## src/design/chtab_pkg.sv

```systemverilog
// Package for the chained hash table: sizes, pointer width, operation and
// status codes, and the request record passed from front to back.
// No dependencies.
`default_nettype none
package chtab_pkg;

	localparam int BUCKETS = 16;
	localparam int NODES   = 64;
	localparam int VAL_W   = 31;
	localparam int PTR_W   = $clog2(NODES + 1);
	localparam int ADDR_W  = $clog2(NODES);
	localparam int BKT_W   = (BUCKETS > 1) ? $clog2(BUCKETS) : 1;

	localparam logic [PTR_W-1:0] NIL = PTR_W'(NODES);

	typedef enum logic [1:0] {
		OP_INSERT = 2'd0,
		OP_DELETE = 2'd1,
		OP_SEARCH = 2'd2
	} op_t;

	typedef enum logic [1:0] {
		ST_DONE     = 2'd0,
		ST_NOTFOUND = 2'd1,
		ST_FULL     = 2'd2
	} status_t;

	typedef struct packed {
		op_t              op;
		logic [VAL_W-1:0] value;
		logic [BKT_W-1:0] bkt;
	} req_t;

	typedef struct packed {
		logic valid;
		req_t req;
	} head_t;

	function automatic logic ptr_ok(input logic [PTR_W-1:0] p);
		return p < NIL;
	endfunction

endpackage
`default_nettype wire

```

## src/design/chtab_ram.sv

```systemverilog
// Generic single-write, single-read RAM with registered read data.
// No dependencies.
`default_nettype none
module chtab_ram #(
	parameter int WIDTH = 8,
	parameter int DEPTH = 16
) (
	input  wire logic                     clk,
	input  wire logic                     we,
	input  wire logic [$clog2(DEPTH)-1:0] waddr,
	input  wire logic [WIDTH-1:0]         wdata,
	input  wire logic [$clog2(DEPTH)-1:0] raddr,
	output logic      [WIDTH-1:0]         rdata
);

	logic [WIDTH-1:0] mem_q [DEPTH];

	always_ff @(posedge clk) begin
		if (we) begin
			mem_q[waddr] <= wdata;
		end
		rdata <= mem_q[raddr];
	end

endmodule
`default_nettype wire

```

## src/design/chtab_front.sv

```systemverilog
// Front end of the chained hash table: accepts requests, works out the
// bucket and holds them in a two-entry queue for the back end.
// Depends on chtab_pkg.
`default_nettype none
module chtab_front import chtab_pkg::*; (
	input  wire logic             clk,
	input  wire logic             arst_n,
	input  wire logic             in_valid,
	output logic                  in_stall,
	input  wire logic [1:0]       req_type,
	input  wire logic [VAL_W-1:0] value,
	input  wire logic             pop,
	output head_t                 head
);

	req_t       slot_q [2];
	logic       wr_ptr_q;
	logic       rd_ptr_q;
	logic [1:0] count_q;
	logic       push;
	logic       take;
	req_t       incoming;

	assign in_stall = (count_q == 2'd2);
	assign push     = in_valid && !in_stall;
	assign take     = pop && (count_q != 2'd0);

	always_comb begin
		incoming.op    = op_t'(req_type);
		incoming.value = value;
		incoming.bkt   = BKT_W'(value % BUCKETS);
	end

	assign head.valid = (count_q != 2'd0);
	assign head.req   = slot_q[rd_ptr_q];

	always_ff @(posedge clk) begin
		if (push) begin
			slot_q[wr_ptr_q] <= incoming;
		end
	end

	always_ff @(posedge clk or negedge arst_n) begin
		if (!arst_n) begin
			wr_ptr_q <= 1'b0;
			rd_ptr_q <= 1'b0;
			count_q  <= 2'd0;
		end else begin
			if (push) begin
				wr_ptr_q <= !wr_ptr_q;
			end
			if (take) begin
				rd_ptr_q <= !rd_ptr_q;
			end
			case ({push, take})
				2'b10:   count_q <= count_q + 2'd1;
				2'b01:   count_q <= count_q - 2'd1;
				default: count_q <= count_q;
			endcase
		end
	end

endmodule
`default_nettype wire

```

## src/design/chtab_back.sv

```systemverilog
// Back end of the chained hash table: bucket heads, node pool, free list,
// chain walker and the result register.
// Depends on chtab_pkg and chtab_ram.
`default_nettype none
module chtab_back import chtab_pkg::*; (
	input  wire logic   clk,
	input  wire logic   arst_n,
	input  wire head_t  head,
	output logic        pop,
	output logic        out_valid,
	input  wire logic   out_stall,
	output logic [1:0]  status
);

	typedef enum logic [2:0] {
		S_IDLE,
		S_DISP,
		S_INS,
		S_LOOK,
		S_FREE,
		S_RESP
	} state_t;

	state_t           state_q;
	op_t              op_q;
	logic [VAL_W-1:0] val_q;
	logic [BKT_W-1:0] bkt_q;
	logic [PTR_W-1:0] bhead_q [BUCKETS];
	logic [PTR_W-1:0] free_head_q;
	logic [PTR_W-1:0] unused_q;
	logic [PTR_W-1:0] p_q;
	logic [PTR_W-1:0] prev_q;
	logic [PTR_W-1:0] steps_q;
	status_t          res_q;
	logic             out_valid_q;
	logic [1:0]       status_q;

	logic [PTR_W-1:0]  p_head;
	logic [PTR_W-1:0]  steps_nx;
	logic [ADDR_W-1:0] rd_addr;
	logic [VAL_W-1:0]  rd_value;
	logic [PTR_W-1:0]  rd_link;
	logic              val_we;
	logic              link_we;
	logic [ADDR_W-1:0] val_waddr;
	logic [ADDR_W-1:0] link_waddr;
	logic [PTR_W-1:0]  link_wdata;
	logic              match;
	logic              slot_free;

	assign p_head    = bhead_q[bkt_q];
	assign steps_nx  = steps_q + 1'b1;
	assign match     = (rd_value == val_q);
	assign slot_free = !out_valid_q || !out_stall;
	assign pop       = (state_q == S_IDLE) && head.valid;
	assign out_valid = out_valid_q;
	assign status    = status_q;

	always_comb begin
		rd_addr    = free_head_q[ADDR_W-1:0];
		val_we     = 1'b0;
		link_we    = 1'b0;
		val_waddr  = unused_q[ADDR_W-1:0];
		link_waddr = unused_q[ADDR_W-1:0];
		link_wdata = p_head;
		unique case (state_q)
			S_DISP: begin
				if (op_q == OP_INSERT) begin
					if (!ptr_ok(free_head_q) && ptr_ok(unused_q)) begin
						val_we  = 1'b1;
						link_we = 1'b1;
					end
				end else begin
					rd_addr = p_head[ADDR_W-1:0];
				end
			end
			S_INS: begin
				val_we     = 1'b1;
				link_we    = 1'b1;
				val_waddr  = free_head_q[ADDR_W-1:0];
				link_waddr = free_head_q[ADDR_W-1:0];
			end
			S_LOOK: begin
				rd_addr = rd_link[ADDR_W-1:0];
				if (match && op_q == OP_DELETE && ptr_ok(prev_q)) begin
					link_we    = 1'b1;
					link_waddr = prev_q[ADDR_W-1:0];
					link_wdata = rd_link;
				end
			end
			S_FREE: begin
				link_we    = 1'b1;
				link_waddr = p_q[ADDR_W-1:0];
				link_wdata = free_head_q;
			end
			default: begin
				rd_addr = free_head_q[ADDR_W-1:0];
			end
		endcase
	end

	chtab_ram #(
		.WIDTH(VAL_W),
		.DEPTH(NODES)
	) u_val_ram (
		.clk  (clk),
		.we   (val_we),
		.waddr(val_waddr),
		.wdata(val_q),
		.raddr(rd_addr),
		.rdata(rd_value)
	);

	chtab_ram #(
		.WIDTH(PTR_W),
		.DEPTH(NODES)
	) u_link_ram (
		.clk  (clk),
		.we   (link_we),
		.waddr(link_waddr),
		.wdata(link_wdata),
		.raddr(rd_addr),
		.rdata(rd_link)
	);

	always_ff @(posedge clk or negedge arst_n) begin
		if (!arst_n) begin
			state_q     <= S_IDLE;
			op_q        <= OP_INSERT;
			val_q       <= '0;
			bkt_q       <= '0;
			for (int i = 0; i < BUCKETS; i++) begin
				bhead_q[i] <= NIL;
			end
			free_head_q <= NIL;
			unused_q    <= '0;
			p_q         <= NIL;
			prev_q      <= NIL;
			steps_q     <= '0;
			res_q       <= ST_NOTFOUND;
			out_valid_q <= 1'b0;
			status_q    <= ST_NOTFOUND;
		end else begin
			if (state_q == S_RESP && slot_free) begin
				out_valid_q <= 1'b1;
			end else if (out_valid_q && !out_stall) begin
				out_valid_q <= 1'b0;
			end
			unique case (state_q)
				S_IDLE: begin
					if (head.valid) begin
						op_q    <= head.req.op;
						val_q   <= head.req.value;
						bkt_q   <= head.req.bkt;
						state_q <= S_DISP;
					end
				end
				S_DISP: begin
					prev_q  <= NIL;
					steps_q <= '0;
					p_q     <= p_head;
					case (op_q) inside
						OP_INSERT: begin
							if (ptr_ok(free_head_q)) begin
								state_q <= S_INS;
							end else if (ptr_ok(unused_q)) begin
								bhead_q[bkt_q] <= unused_q;
								unused_q       <= unused_q + 1'b1;
								res_q          <= ST_DONE;
								state_q        <= S_RESP;
							end else begin
								res_q   <= ST_FULL;
								state_q <= S_RESP;
							end
						end
						OP_DELETE, OP_SEARCH: begin
							if (ptr_ok(p_head)) begin
								state_q <= S_LOOK;
							end else begin
								res_q   <= ST_NOTFOUND;
								state_q <= S_RESP;
							end
						end
						default: begin
							res_q   <= ST_NOTFOUND;
							state_q <= S_RESP;
						end
					endcase
				end
				S_INS: begin
					bhead_q[bkt_q] <= free_head_q;
					free_head_q    <= rd_link;
					res_q          <= ST_DONE;
					state_q        <= S_RESP;
				end
				S_LOOK: begin
					if (match) begin
						res_q <= ST_DONE;
						if (op_q == OP_DELETE) begin
							if (!ptr_ok(prev_q)) begin
								bhead_q[bkt_q] <= rd_link;
							end
							state_q <= S_FREE;
						end else begin
							state_q <= S_RESP;
						end
					end else begin
						prev_q  <= p_q;
						p_q     <= rd_link;
						steps_q <= steps_nx;
						if (!ptr_ok(rd_link) || !(steps_nx < NIL)) begin
							res_q   <= ST_NOTFOUND;
							state_q <= S_RESP;
						end
					end
				end
				S_FREE: begin
					free_head_q <= p_q;
					state_q     <= S_RESP;
				end
				S_RESP: begin
					if (slot_free) begin
						status_q <= res_q;
						state_q  <= S_IDLE;
					end
				end
				default: begin
					state_q <= S_IDLE;
				end
			endcase
		end
	end

endmodule
`default_nettype wire

```

## src/design/chained_hash_table.sv

```systemverilog
// Top level of the chained hash table: front end, request queue, back end.
// Depends on chtab_pkg, chtab_front and chtab_back.
//
// A hash set of 31-bit values in BUCKETS chains built from a pool of NODES
// nodes. Each transfer on the request side gives exactly one status transfer,
// in order. The front end queues up to two requests while the back end works.
// An insert that takes its node from the free list passes through the extra
// state S_INS in the back end, and a delete that hits passes through S_FREE.
// Searches and deletes walk the chain one node per cycle through the single
// read port of the node value and link memories. No clearing pass follows
// reset.
`default_nettype none
module chained_hash_table import chtab_pkg::*; (
	input  wire logic             clk,
	input  wire logic             arst_n,
	input  wire logic             in_valid,
	output logic                  in_stall,
	input  wire logic [1:0]       req_type,
	input  wire logic [VAL_W-1:0] value,
	output logic                  out_valid,
	input  wire logic             out_stall,
	output logic [1:0]            status
);

	head_t head;
	logic  pop;

	chtab_front u_front (
		.clk     (clk),
		.arst_n  (arst_n),
		.in_valid(in_valid),
		.in_stall(in_stall),
		.req_type(req_type),
		.value   (value),
		.pop     (pop),
		.head    (head)
	);

	chtab_back u_back (
		.clk      (clk),
		.arst_n   (arst_n),
		.head     (head),
		.pop      (pop),
		.out_valid(out_valid),
		.out_stall(out_stall),
		.status   (status)
	);

endmodule
`default_nettype wire

```

## config.mk

```make
export PLATFORM = sky130hd
export DESIGN_NAME = chained_hash_table
export DESIGN_NICKNAME = d
export VERILOG_FILES = /design/src/design/chtab_pkg.sv /design/src/design/chtab_ram.sv /design/src/design/chtab_front.sv /design/src/design/chtab_back.sv /design/src/design/chained_hash_table.sv
export SDC_FILE = /design/constraint.sdc
export NUM_CORES = 2
export LEC_CHECK = 0
export BUFFER_PORTS_ARGS = -buffer_cell sky130_fd_sc_hd__buf_2
export CAP_MARGIN = 5
export CELL_PAD_IN_SITES_DETAIL_PLACEMENT = 1
export CELL_PAD_IN_SITES_GLOBAL_PLACEMENT = 2
export CORE_MARGIN = 2
export CORE_UTILIZATION = 45
export CTS_BUF_LIST = sky130_fd_sc_hd__clkbuf_8
export DETAILED_ROUTE_END_ITERATION = 10
export PLACE_DENSITY = 0.72
export SETUP_SLACK_MARGIN = 0.15
export SLEW_MARGIN = 30
export SYNTH_ARGS = -nofsm -noshare
export SYNTH_HDL_FRONTEND = slang
export SYNTH_SLANG_ARGS = --single-unit
```

## constraint.sdc

```tcl
create_clock -name clk -period 9.9 [get_ports clk]
set_input_delay 1.485 -clock clk [delete_from_list [all_inputs] [get_ports clk]]
set_output_delay 1.485 -clock clk [all_outputs]
set_load 0.02 [all_outputs]
```

==> metrics.md <==
| Metric | Value |
|---|---|
| Status | completed |
| Worst EP arrival | 7.22 ns |
| Antenna violations before repair | 9 |
| Setup Crit Path Kind | reg -> reg |
| Netlist Area Pre-Place | 105000 um2 |
| P_leak | 38.9 nW |
| RSZ-0062 raised after global routing | no |
| Die X | between 400 and 500 um |
| CP max stage delay | 0.82 ns |
| Setup Fix Bufs, Post-CTS | 0 |
| Routed wire per std cell | 35.3 um |
| Routed WL | 311000 um |
| TritonCTS buffer count | roughly 450 |
| Overflow left after global routing | 0 |
| Num ports | 41 |
| Footprint of the multi-input gates | roughly 24000 um2 |
| Most frequent cell after synthesis | edfxtp_1 |
| Top cell type's share of synthesized area | 0.715 |
| Syn-to-layout area delta | 12.7% |
| H-tree levels | 5 |
| Rows | 177 |
| Synth cell count leaders | edfxtp_1 (2498), mux4_2 (588), nand2_1 (240) |
| Kind of cell adding the most delay to the critical path | buffers and inverters |
| Fmax achieved | 159 MHz |
| Bufs on Longest Clock Path | 4 |
| Worst setup SP type | flip-flop |
| Die H | 487 um |
| Final period util | 0.635 |
| TritonCTS clock tree | yes |
| DR iter-0 viols | about 7400 |
| CTS resizes | 0 |
| Fin cells | 8825 |
| Sequential fraction of the synthesis area | 0.769 |
| Yosys warns | 0 |
| First-pass DRT Iterations | 5 |
| Final Hold Vio Count | 0 |
| Synth Instances | around 5000 |
| Syn_nets | a little over 5000 |
| Post-synth top flop | edfxtp_1 |
| Async S/R FF share, synth | 0.0704 |
| TNS Setup | 0 ns |
| Dpl ws | 3.80 ns |
| Largest net degree at the start of global routing | about 120 |
| CP Capture Type | flip-flop |
| CP max FO | 63 |
| Core Area | 232000 um2 |
| Required time of the critical path | 10.84 ns |
| Hold Buf Count CTS | 0 |
| CP Cell Sequence | buf_4, buf_4, mux2i_1, nand3b_1, a41oi_1, o21ai_4, buf_4, buf_4, buf_4, mux4_2, a22o_1, a211oi_1, nand4_1 |
| Gr usage total | 0.263 |
| First-pass GRT wire length | 438000 um |
| Worst Hold Class | in -> async |
| Final worst slack | around 3.6 ns |
| Sequential cell area | 80600 um2 |
| Antenna violation net count after detailed routing | 0 |
| Number of distinct library cells after synthesis | 70 |
| Yosys reg bits | 2728 |
| Post-synth EDFFs | 2498 |
| Buf/Inv on CP | 5 |
| Worst hold margin | around 0.31 ns |
| Top cell type by total area after synthesis | edfxtp_1 |
| CTS clock-pin slew for the worst setup and hold paths | about 0.070 ns |
| Share of cells above drive strength 1 | 0.286 |
| Max Cap Viol | 0 |
| Syn Area/Cell | roughly 21 um2 |
| Worst-Skew Late Latency | between 1 and 1.5 ns |
| Maximum vdd drop | between 0.0002 and 0.0003 V |
| Actual slew at the worst max-slew pin | 1.20 ns |
| PortBufs | 40 |
| P per Cell Area | just over 300 nW/um2 |
| Number of fill cells | approximately 21000 |
| Pins over their slew limit | 0 |
| Vias per cell | 6.25 |
| Min Tclk post-route | between 6 and 7 ns |
| Drt drc | 0 |
| Full die area | 237000 um2 |
| Endpoints failing setup | 0 |
| Final nets | 5472 |
| Worst Skew | 0.110 ns |
| Initial Utilization | 0.452 |
| Slew Limit Headroom | 0.202 |
| GP Congestion | 0.804 |
| CTS Sinks | 2728 |
| Synth area leaders | edfxtp_1 (72%), mux4_2 (13%), dfrtp_1 (4.1%) |
| DR vias | 55114 |
| HPWL after DPL | 168000 um |
| Crit path top cell by count | buf_4 |
| Placed Cells | between 8000 and 9000 |
| Critical Path Slowest Stage Cell | a211oi_1 |
| Design Power | between 30 and 40 mW |
| Vias in the first global route | 56498 |
| Clock root cell | clkbuf_8 |
-- metal layers --
layer | wire length [um] | global-route usage | share of wire | vias up
met5 | 32 | 0 | 0.00010 | -
met4 | 7860 | 0.0728 | 0.025 | 4
met3 | 29900 | 0.0601 | 0.096 | 470
met2 | 144000 | 0.401 | 0.46 | 2904
met1 | 129000 | 0.384 | 0.42 | 29936
li1 | - | - | - | 21800
-- worst register-to-register path: cells and delay by family (launching register included) --
family | cells | cell delay [ns]
flops | 1 | 0.44
simple gates | 2 | 0.27
mux | 2 | 0.64
compound gates | 4 | 1.80
buf+inv | 5 | 3.00
-- kinds of logic (layout without fill, tap and decap cells) --
kind of cell	Yosys count	after routing	share of synthesized area
AO/OA/AOI/OAI	561	561	0.0394
XOR/XNOR	45	45	0.00376
adder cells (fa/ha/maj)	5	5	0.000597
buffers and inverters	286	1035	0.0139
flip-flops	2728	2728	0.769
multiplexers	797	797	0.148
other	0	2	0
AND/OR/NAND/NOR	609	609	0.0258
-- path summary, 6_finish.rpt --
kind,startpoint,endpoint,slack (ns),cells past startpoint
min in group clk,u_back.p_q[6],u_back.prev_q[6],0.47,2
worst max-delay path,u_back.val_q[1],u_back.u_val_ram.rdata[6],3.62,13
worst max register to register,u_back.val_q[1],u_back.u_val_ram.rdata[6],3.62,13
worst min-delay path,arst_n,u_back.val_q[27],0.31,1
max in group asynchronous,arst_n,u_back.val_q[1],7.70,3
worst min register to register,u_back.p_q[6],u_back.prev_q[6],0.47,2
-- layout by cell type, fill, tap and decap left out, types with 11 or more instances in the layout --
cell type  synthesis  routed
clkinv_2           0      42
nor2b_1           14      14
nor3_1            40      31
dfrtp_1          171     139
a211oi_1          36      31
a221oi_1          47      47
nand2_1          240     239
clkbuf_8           0     484
o21ai_0           56      50
buf_4             41     173
edfxtp_1        2498    2498
dfrtp_2            0      30
a22o_1            85      85
buf_2            121      39
nand3_1           22      20
bufinv_16          0      15
xnor2_1           40      40
mux2i_1           89      89
nand2b_1          11      11
a32o_1            19      19
mux2_2           119     119
dfstp_2           21      21
a22oi_1          170     170
inv_1              7     172
nand4_1           49      49
dfxtp_1           38      38
a21oi_1           82      82
nor2_4             0      74
mux4_2           588     588
nor2_1           189     113
clkinv_1           2      87
a32oi_1           15      15
-- final cells by class --
| cell class | instances | area share |
|---|---|---|
| Antenna cell | 2 | 0.0000424 |
| Clock buffer | 483 | 0.0563 |
| Clock inverter | 316 | 0.0141 |
| Inverter | 9 | 0.000286 |
| Multi-Input combinational cell | 2017 | 0.199 |
| Sequential cell | 2728 | 0.683 |
| Tap cell | 3043 | 0.0322 |
| Timing Repair Buffer | 227 | 0.0151 |
-- metrics by stage --
step,util,area [um2]
6_report,0.509,118000
5_1_grt,0.509,118000
4_1_cts,0.509,118000
3_5_place_dp,0.473,110000
3_3_place_gp,0.473,110000
2_1_floorplan,-,105000
-- state kept, by name (all words and copies together) (netlist names), 2 cells and up, named ones only --
name / cells
u_back.free_head_q: 7
u_back.unused_q: 7
u_back.u_val_ram.rdata: 31
u_front.count_q: 2
u_back.steps_q: 7
u_back.res_q: 2
u_back.state_q: 3
u_back.op_q: 2
u_back.u_link_ram.mem_q: 448
u_back.u_val_ram.mem_q: 1984
u_back.val_q: 31
u_back.u_link_ram.rdata: 7
u_front.slot_q: 66
u_back.p_q: 7
u_back.status: 2
u_back.prev_q: 7
-- report_power, final --
part / leakage [nW] / internal, mW / total, mW / switching [mW]
Clock: 4.87 / 4.85 / 9.28 / 4.43
Combinational: 8.51 / 4.29 / 11.7 / 7.43
Sequential: 25.5 / 14.5 / 15.1 / 0.528
Total: 38.9 / 23.7 / 36.1 / 12.4
Note: power is estimated with default switching activity, not from simulation.
